--- src/lcfl_pkg.sv ---
// Shared types, codes and constants for the LED channel fault latch.
`default_nettype none

package lcfl_pkg;

  localparam int CHANNELS = 3;

  localparam int CURRENT_W = 16;
  localparam int TEMP_W    = 12;
  localparam int REQ_W     = 8;
  localparam int LEVEL_W   = 7;
  localparam int FAULT_W   = 2;
  localparam int OP_W      = 2;
  localparam int ID_W      = 3;
  localparam int CFG_IDX_W = 2;
  localparam int CFG_W     = 16;

  typedef logic signed [CURRENT_W-1:0] current_t;
  typedef logic signed [TEMP_W-1:0]    temp_t;
  typedef logic [REQ_W-1:0]            req_t;
  typedef logic [LEVEL_W-1:0]          level_t;
  typedef logic [FAULT_W-1:0]          fault_t;
  typedef logic [OP_W-1:0]             op_t;
  typedef logic [ID_W-1:0]             id_t;
  typedef logic [CFG_IDX_W-1:0]        cfg_idx_t;
  typedef logic [CFG_W-1:0]            cfg_data_t;

  // Operation codes
  localparam op_t OP_SAMPLE  = 2'd0;
  localparam op_t OP_SET_ONE = 2'd1;
  localparam op_t OP_SET_ALL = 2'd2;
  localparam op_t OP_CLEAR   = 2'd3;

  // Alarm codes
  localparam fault_t FAULT_NONE    = 2'd0;
  localparam fault_t FAULT_CURRENT = 2'd1;
  localparam fault_t FAULT_TEMP    = 2'd2;

  // Configuration register indexes
  localparam cfg_idx_t REG_CUR_HI  = 2'd0;
  localparam cfg_idx_t REG_CUR_LO  = 2'd1;
  localparam cfg_idx_t REG_TEMP_HI = 2'd2;
  localparam cfg_idx_t REG_TEMP_LO = 2'd3;

  localparam current_t CUR_HI_RESET  = 16'sd25000;
  localparam current_t CUR_LO_RESET  = 16'sd0;
  localparam temp_t    TEMP_HI_RESET = 12'sd850;
  localparam temp_t    TEMP_LO_RESET = 12'sd0;

  localparam req_t   REQ_MAX   = 8'd100;
  localparam level_t LEVEL_MAX = 7'd100;
  localparam level_t LEVEL_OFF = 7'd0;

  typedef struct packed {
    current_t cur_hi;
    current_t cur_lo;
    temp_t    temp_hi;
    temp_t    temp_lo;
  } limits_t;

  // Merge stage to lane
  typedef struct packed {
    op_t  op;
    logic sel;
    logic commit;
  } lane_ctrl_t;

  // Lane to merge stage
  typedef struct packed {
    logic bad;     // a reading is out of window
    logic sat;     // set-all level saturated on this lane
    logic refuse;  // set-one would be refused on this lane
  } lane_flags_t;

endpackage

`default_nettype wire

--- src/lcfl_lane.sv ---
// One channel: window checks, next level and alarm, and the channel's state.
`default_nettype none

module lcfl_lane (
  input  wire logic                  clk,
  input  wire logic                  rst,
  input  wire lcfl_pkg::lane_ctrl_t  ctrl,
  input  wire lcfl_pkg::limits_t     limits,
  input  wire lcfl_pkg::req_t        level_req,
  input  wire lcfl_pkg::current_t    current,
  input  wire lcfl_pkg::temp_t       temp,
  output lcfl_pkg::lane_flags_t      flags,
  output lcfl_pkg::level_t           level,
  output lcfl_pkg::fault_t           fault
);
  import lcfl_pkg::*;

  logic   cur_bad;
  logic   temp_bad;
  logic   bad;
  logic   over;
  fault_t fault_app;
  level_t level_app;
  level_t level_sat;
  level_t level_next;
  fault_t fault_next;

  assign cur_bad  = ($signed(current) > $signed(limits.cur_hi)) ||
                    ($signed(current) < $signed(limits.cur_lo));
  assign temp_bad = ($signed(temp) > $signed(limits.temp_hi)) ||
                    ($signed(temp) < $signed(limits.temp_lo));
  assign bad      = cur_bad || temp_bad;
  assign over     = level_req > REQ_MAX;

  // Readings applied to the held state; temperature wins over current.
  assign fault_app = temp_bad ? FAULT_TEMP : (cur_bad ? FAULT_CURRENT : fault);
  assign level_app = bad ? LEVEL_OFF : level;
  assign level_sat = over ? LEVEL_MAX : level_req[LEVEL_W-1:0];

  always_comb begin
    level_next = level_app;
    fault_next = fault_app;
    case (ctrl.op)
      OP_SAMPLE: begin
      end
      OP_SET_ONE: begin
        if (ctrl.sel && !bad) begin
          level_next = level_req[LEVEL_W-1:0];
        end
      end
      OP_SET_ALL: begin
        if (fault == FAULT_NONE && !bad) begin
          level_next = level_sat;
        end
      end
      OP_CLEAR: begin
        if (ctrl.sel && !bad) begin
          fault_next = FAULT_NONE;
        end
      end
      default: begin
      end
    endcase
  end

  assign flags.bad    = bad;
  assign flags.sat    = (fault == FAULT_NONE) && !bad && over;
  assign flags.refuse = over || (fault != FAULT_NONE);

  always_ff @(posedge clk) begin
    if (rst) begin
      level <= LEVEL_OFF;
      fault <= FAULT_NONE;
    end else if (ctrl.commit) begin
      level <= level_next;
      fault <= fault_next;
    end
  end

endmodule

`default_nettype wire

--- src/lcfl_merge.sv ---
// Merge stage: channel select, refusal, status and commit from the lane flags.
`default_nettype none

module lcfl_merge (
  input  wire logic                  accept,
  input  wire lcfl_pkg::op_t         operation,
  input  wire lcfl_pkg::id_t         channel_id,
  input  wire lcfl_pkg::lane_flags_t flags [lcfl_pkg::CHANNELS],
  output lcfl_pkg::lane_ctrl_t       ctrl [lcfl_pkg::CHANNELS],
  output logic                       commit,
  output logic                       status
);
  import lcfl_pkg::*;

  localparam id_t ID_LAST = id_t'(CHANNELS);

  logic                id_ok;
  logic                needs_id;
  logic [CHANNELS-1:0] sel;
  logic [CHANNELS-1:0] bad_vec;
  logic [CHANNELS-1:0] sat_vec;
  logic [CHANNELS-1:0] refuse_vec;
  logic                refuse;

  assign id_ok    = (channel_id != '0) && (channel_id <= ID_LAST);
  assign needs_id = (operation == OP_SET_ONE) || (operation == OP_CLEAR);

  for (genvar i = 0; i < CHANNELS; i++) begin : g_sel
    assign sel[i]        = id_ok && (channel_id == id_t'(i + 1));
    assign bad_vec[i]    = flags[i].bad;
    assign sat_vec[i]    = flags[i].sat;
    assign refuse_vec[i] = flags[i].refuse;
    assign ctrl[i].op     = operation;
    assign ctrl[i].sel    = sel[i];
    assign ctrl[i].commit = commit;
  end

  assign refuse = needs_id &&
                  (!id_ok || ((operation == OP_SET_ONE) && |(sel & refuse_vec)));
  assign commit = accept && !refuse;
  assign status = refuse ||
                  ((operation == OP_SET_ALL) && |sat_vec) ||
                  ((operation == OP_CLEAR) && |(sel & bad_vec));

endmodule

`default_nettype wire

--- src/led_channel_fault_latch_unit.sv ---
// Top level of the LED channel fault latch: ports, limit registers, lanes, result register.
`default_nettype none

// Three-channel LED level guard. Each accepted word carries one operation
// (sample, set one level, set all levels, clear alarm) with fresh current and
// temperature readings for every channel. One lane per channel checks its
// readings against the limit windows and works out that channel's next level
// and alarm; a merge stage decides refusal and status and lets the lanes
// commit. The block takes one word per clock while out_ready is held high:
// the lane compares and the merge logic sit between the held channel state
// and its update, and the result word is valid the cycle after acceptance,
// with drive and fault read straight from the updated channel registers and
// status from a one-bit result register. A new word is taken in the same
// cycle the pending result is taken. Limit registers reset to 25000 mA /
// 0 mA and 85.0 C / 0.0 C and must only be written while no word is in flight.
module led_channel_fault_latch_unit (
  input  wire logic                clk,
  input  wire logic                rst,
  // Limit register write port
  input  wire logic                cfg_write,
  input  wire lcfl_pkg::cfg_idx_t  cfg_index,
  input  wire lcfl_pkg::cfg_data_t cfg_data,
  // Input word
  input  wire logic                in_valid,
  output logic                     in_ready,
  input  wire lcfl_pkg::op_t       operation,
  input  wire lcfl_pkg::id_t       channel_id,
  input  wire lcfl_pkg::req_t      level_1,
  input  wire lcfl_pkg::req_t      level_2,
  input  wire lcfl_pkg::req_t      level_3,
  input  wire lcfl_pkg::current_t  current_1,
  input  wire lcfl_pkg::current_t  current_2,
  input  wire lcfl_pkg::current_t  current_3,
  input  wire lcfl_pkg::temp_t     temp_1,
  input  wire lcfl_pkg::temp_t     temp_2,
  input  wire lcfl_pkg::temp_t     temp_3,
  // Result word
  output logic                     out_valid,
  input  wire logic                out_ready,
  output logic                     status,
  output lcfl_pkg::level_t         drive_1,
  output lcfl_pkg::level_t         drive_2,
  output lcfl_pkg::level_t         drive_3,
  output lcfl_pkg::fault_t         fault_1,
  output lcfl_pkg::fault_t         fault_2,
  output lcfl_pkg::fault_t         fault_3
);
  import lcfl_pkg::*;

  limits_t     limits;
  logic        in_accept;
  logic        commit;
  logic        status_next;
  req_t        req_arr   [CHANNELS];
  current_t    cur_arr   [CHANNELS];
  temp_t       temp_arr  [CHANNELS];
  lane_flags_t flags     [CHANNELS];
  lane_ctrl_t  ctrl      [CHANNELS];
  level_t      level_arr [CHANNELS];
  fault_t      fault_arr [CHANNELS];

  // Limit registers: temperature limits take the low bits of the data.
  always_ff @(posedge clk) begin
    if (rst) begin
      limits.cur_hi  <= CUR_HI_RESET;
      limits.cur_lo  <= CUR_LO_RESET;
      limits.temp_hi <= TEMP_HI_RESET;
      limits.temp_lo <= TEMP_LO_RESET;
    end else if (cfg_write) begin
      case (cfg_index)
        REG_CUR_HI:  limits.cur_hi  <= current_t'(cfg_data);
        REG_CUR_LO:  limits.cur_lo  <= current_t'(cfg_data);
        REG_TEMP_HI: limits.temp_hi <= temp_t'(cfg_data[TEMP_W-1:0]);
        REG_TEMP_LO: limits.temp_lo <= temp_t'(cfg_data[TEMP_W-1:0]);
        default: begin
        end
      endcase
    end
  end

  // Take a new word whenever the result slot is empty or being drained.
  assign in_ready  = !out_valid || out_ready;
  assign in_accept = in_valid && in_ready;

  // Set one always uses the first level field; the other ops use per-channel fields.
  assign req_arr[0] = level_1;
  assign req_arr[1] = (operation == OP_SET_ONE) ? level_1 : level_2;
  assign req_arr[2] = (operation == OP_SET_ONE) ? level_1 : level_3;

  assign cur_arr[0]  = current_1;
  assign cur_arr[1]  = current_2;
  assign cur_arr[2]  = current_3;
  assign temp_arr[0] = temp_1;
  assign temp_arr[1] = temp_2;
  assign temp_arr[2] = temp_3;

  for (genvar i = 0; i < CHANNELS; i++) begin : g_lane
    lcfl_lane u_lane (
      .clk       (clk),
      .rst       (rst),
      .ctrl      (ctrl[i]),
      .limits    (limits),
      .level_req (req_arr[i]),
      .current   (cur_arr[i]),
      .temp      (temp_arr[i]),
      .flags     (flags[i]),
      .level     (level_arr[i]),
      .fault     (fault_arr[i])
    );
  end

  lcfl_merge u_merge (
    .accept     (in_accept),
    .operation  (operation),
    .channel_id (channel_id),
    .flags      (flags),
    .ctrl       (ctrl),
    .commit     (commit),
    .status     (status_next)
  );

  // Result register: hold until taken, reload on every accepted word.
  always_ff @(posedge clk) begin
    if (rst) begin
      out_valid <= 1'b0;
    end else if (in_accept) begin
      out_valid <= 1'b1;
    end else if (out_ready) begin
      out_valid <= 1'b0;
    end
  end

  always_ff @(posedge clk) begin
    if (in_accept) begin
      status <= status_next;
    end
  end

  // Channel state only moves on an accepted word, which needs the result slot
  // empty or draining, so the lane registers are the result's payload.
  assign drive_1 = level_arr[0];
  assign drive_2 = level_arr[1];
  assign drive_3 = level_arr[2];
  assign fault_1 = fault_arr[0];
  assign fault_2 = fault_arr[1];
  assign fault_3 = fault_arr[2];

  // An alarmed channel is never driven.
  assert property (@(posedge clk) disable iff (rst)
    (fault_1 == FAULT_NONE || drive_1 == LEVEL_OFF) &&
    (fault_2 == FAULT_NONE || drive_2 == LEVEL_OFF) &&
    (fault_3 == FAULT_NONE || drive_3 == LEVEL_OFF))
    else $error("alarmed channel has nonzero drive");

  // Drive never exceeds full scale.
  assert property (@(posedge clk) disable iff (rst)
    drive_1 <= LEVEL_MAX && drive_2 <= LEVEL_MAX && drive_3 <= LEVEL_MAX)
    else $error("drive above full scale");

  // A refused word leaves every channel untouched.
  assert property (@(posedge clk) disable iff (rst)
    in_accept && !commit |=>
      $stable(drive_1) && $stable(drive_2) && $stable(drive_3) &&
      $stable(fault_1) && $stable(fault_2) && $stable(fault_3))
    else $error("refused word changed channel state");

  // A refused word always reports an error status.
  assert property (@(posedge clk) disable iff (rst)
    in_accept && !commit |=> status)
    else $error("refused word reported success");

  // A committed word with an out-of-window temperature on channel 1 latches its temperature alarm.
  assert property (@(posedge clk) disable iff (rst)
    commit && (($signed(temp_1) > $signed(limits.temp_hi)) ||
               ($signed(temp_1) < $signed(limits.temp_lo))) |=>
      fault_1 == FAULT_TEMP)
    else $error("temperature alarm not latched on channel 1");

endmodule

`default_nettype wire

--- config.mk ---
export PLATFORM = sky130hd
export DESIGN_NAME = led_channel_fault_latch_unit
export DESIGN_NICKNAME = d
export VERILOG_FILES = /design/src/lcfl_pkg.sv /design/src/lcfl_lane.sv /design/src/lcfl_merge.sv /design/src/led_channel_fault_latch_unit.sv
export SDC_FILE = /design/constraint.sdc
export NUM_CORES = 1
export LEC_CHECK = 0
export BUFFER_PORTS_ARGS = -buffer_cell sky130_fd_sc_hd__buf_2
export CAP_MARGIN = 20
export CORE_MARGIN = 2
export CORE_UTILIZATION = 56
export DETAILED_ROUTE_END_ITERATION = 16
export PLACE_DENSITY_LB_ADDON = 0.08
export SYNTH_ARGS = -nofsm -noshare
export SYNTH_HDL_FRONTEND = slang
export SYNTH_SLANG_ARGS = --single-unit
--- constraint.sdc ---
create_clock -name clk -period 8 [get_ports clk]
set_input_delay 1.2 -clock clk [delete_from_list [all_inputs] [get_ports clk]]
set_output_delay 1.2 -clock clk [all_outputs]
set_load 0.01 [all_outputs]
==> results.json <==
{
  "gp_congestion": 0.918,
  "cp_common_cell": "inv_1",
  "pwr_density_cell_nw_per_um2": 131,
  "grt_max_degree": 80,
  "cts-htree-levels": 3,
  "syn_to_final_growth_pct": 16.2,
  "switching_share_pct": 32.9,
  "ios": 166,
  "drv_slew": 0,
  "critPathKind": "in2reg",
  "syn_area_um2": 7760,
  "vias": 7733,
  "p_leak_nw": 4.05,
  "ys_ff_latch": 85,
  "cp.depth": 10,
  "p_switching_mw": 0.389,
  "yosysMostFrequentCell": "ha_1",
  "synth_mux_area_share_pct": 0.645,
  "crit_required_ns": 8.21,
  "max_stage_delay_ns": 0.61,
  "setup_viol_count_final": 0,
  "grt.overflow.total": 0,
  "core_area_um2": 13700,
  "clock_latency_ns": 0.35,
  "grt_pass1_wl_mm": 35.0,
  "hold_class": "reg2reg",
  "antenna_found_initial": 0,
  "preCtsSetupSlack_ns": 3.53,
  "hpwl_mm": 18.0,
  "async_reset_ff_share_pct": 0,
  "antenna_left": 0,
  "skew_ns": 0.0121,
  "crit_chain": "buf_2 > inv_1 > ha_1 > inv_1 > o211a_1 > o31a_1 > o31ai_2 > nand4_2 > a31oi_2 > o21ai_0",
  "synth_area_per_cell_um2": 7.94,
  "drtPass1Iterations": 5,
  "synth_cells": 977,
  "crit_fanout": 20,
  "clkPwrFrac_pct": 34.3,
  "post_cts_resize_count": 0,
  "critPathLaunchType": "input port",
  "ys_dominant_reg_cell": "dfxtp_1",
  "reg2reg_depth": 9,
  "holdPathEnd": "limits[2]$_SDFFE_PP0P_",
  "post_cts_buffers": 0,
  "die_x_um": 122,
  "tightest_slew_ns": 0.858,
  "cts_tree": "built",
  "fmax_mhz": 239,
  "numCtsBuffers": 9,
  "die_y_um": 122,
  "rsz0062_at_grt": "no",
  "synthXorXnorAreaFrac_pct": 0,
  "p_seq_share_pct": 37.7,
  "num-nets-final": 1431,
  "ys_seq_area_share_pct": 22.1,
  "drive_above_1_share_pct": 19.3,
  "synth_top_family_by_area": "adder cells",
  "fillers": 1262,
  "rrSetupSlack_ns": 4.81,
  "synth_area_leader_cell": "ha_1",
  "clock-sinks": 85,
  "portBuffers": 165,
  "routedWlPerCell_um": 16.6,
  "endpoint_kind": "flop",
  "synth_edf_count": 1,
  "synth-compound-area-share_pct": 23.3,
  "synthTopCellsByArea": "ha_1, dfxtp_1, nand2_1, a21oi_1, inv_1",
  "path_delay_family": "compound AO/OA/AOI/OAI gates",
  "die_area_um2": 14800,
  "yosysWarningCount": 0,
  "fin_crit_sh_pct": 52.3,
  "synth.top_cell.area_share_pct": 26.6,
  "maxCapViolations": 0,
  "fin_ws_ns": 3.82,
  "drc": 0,
  "cts_root_buffer": "clkbuf_16",
  "holdBufCountCts": 0,
  "viasPerCell": 5.88,
  "initial_core_util_pct": 56.5,
  "r2r_end": "g_lane[2].u_lane.level[5]$_SDFFE_PP0P_",
  "synthSimpleGateAreaFrac_pct": 22.1,
  "syn_nets": 1278,
  "crit_buf_inv": 3,
  "clockBufferDepth": 2,
  "rr_startpoint": "limits[55]$_SDFFE_PP0P_",
  "intPower_mw": 0.794,
  "combPwrFrac_pct": 28.0,
  "grt_pass1_vias": 7338,
  "rows": 43,
  "fin_tns_setup_ns": 0,
  "min_path_cells": 2,
  "ys_top_cells_by_count": "ha_1, nand2_1, a21oi_1, dfxtp_1, inv_1",
  "max_slew_margin_pct": 41.9,
  "cp.arrival_ns": 4.39,
  "hold_violations": 0,
  "synth-adder-area-share_pct": 26.6,
  "period_needed_ns": 4.18,
  "ys_types": 73,
  "slowest_stage": "ha_1",
  "clk_pin_slew_ns": 0.06,
  "drt-total-wl_mm": 21.9,
  "min_from": "limits[2]$_SDFFE_PP0P_",
  "peakVddDrop_mv": 0.111,
  "outcome": "completed",
  "grtUsageTotal_pct": 29.8,
  "final_util_pct": 65.7,
  "drt_iter0_markers": 491
}
## worst max-delay path by stage
stage            startpoint  slack [ns]                                endpoint
2_1_floorplan     temp_2[9]        4.44                        status$_DFFE_PP_
3_3_place_gp   operation[1]        3.58  g_lane[0].u_lane.fault[0]$_SDFFE_PP0P_
3_5_place_dp   operation[1]        3.53  g_lane[0].u_lane.fault[0]$_SDFFE_PP0P_
4_1_cts        operation[1]        3.88  g_lane[0].u_lane.fault[0]$_SDFFE_PP0P_
5_1_grt        operation[1]        3.63  g_lane[0].u_lane.level[5]$_SDFFE_PP0P_
6_report       operation[1]        3.82  g_lane[0].u_lane.level[1]$_SDFFE_PP0P_
## layout make-up
type                       instances  area [um^2]  area share, %
inverter                          77          289           3.21
antenna                            1         2.50         0.0278
timing repair buffer             169          853           9.47
clock inverter                     6         46.3          0.514
multi-input combinational        788         5650           62.6
clock buffer                      10          239           2.65
tap                              180          225           2.50
sequential                        85         1710           19.0
## power groups by stage
stage	combinational, mW	sequential, mW	clock [mW]
2_1_floorplan	0.206	0.455	0
3_3_place_gp	0.322	0.455	0
3_5_place_dp	0.326	0.456	0
4_1_cts	0.327	0.446	0.408
5_1_grt	0.375	0.448	0.428
6_report	0.331	0.447	0.405
## per-stage QoR
step	hold slack, ns	power, mW	std cells	cell area [um^2]
after floorplan	0.436	0.662	977	7760
after global routing	0.474	1.25	1315	9010
final	0.453	1.18	1316	9010
after CTS	0.458	1.18	1314	9000
after detailed placement	0.446	0.782	1298	8720
after global placement	0.442	0.777	1298	8720
## registers in the layout, summed over array words and instances, names as in the netlist
register	flops
g_lane.u_lane.fault	6
status	1
out_valid	1
g_lane.u_lane.level	21
limits	56
## worst min-delay path: cells and delay by family, from the launching register on
kind / cells / cell delay, ns
flops: 1 / 0.31
simple gates: 1 / 0.05
compound gates: 1 / 0.05
## kinds of logic (layout without fill, tap and decap cells)
family	count (synthesis)	after routing
muxes	5	5
buffers and inverters	104	262
DFF	85	85
other	0	1
AOI/OAI and AO/OA	275	275
adders and majority gates	165	165
and+or+nand+nor	343	343
## layout by cell type, fill, tap and decap left out, types with 18 or more instances in the layout
cell type	instances
a21oi_1	113
buf_2	166
dfxtp_1	84
ha_1	165
inv_1	77
nand2_1	159
nand2b_1	20
nand4_1	31
nor2_1	38
nor3_1	18
o21ai_0	39
## metal layers
layer  global-route usage, %  up-vias  wire length (um)
met5                       0        -                 0
met1                    39.5     3590             10200
met2                    50.4      227             10300
met3                    3.98       32               985
met4                    9.20        0               446
li1                        -     3884                 -
(Power assumes the default switching activity.)
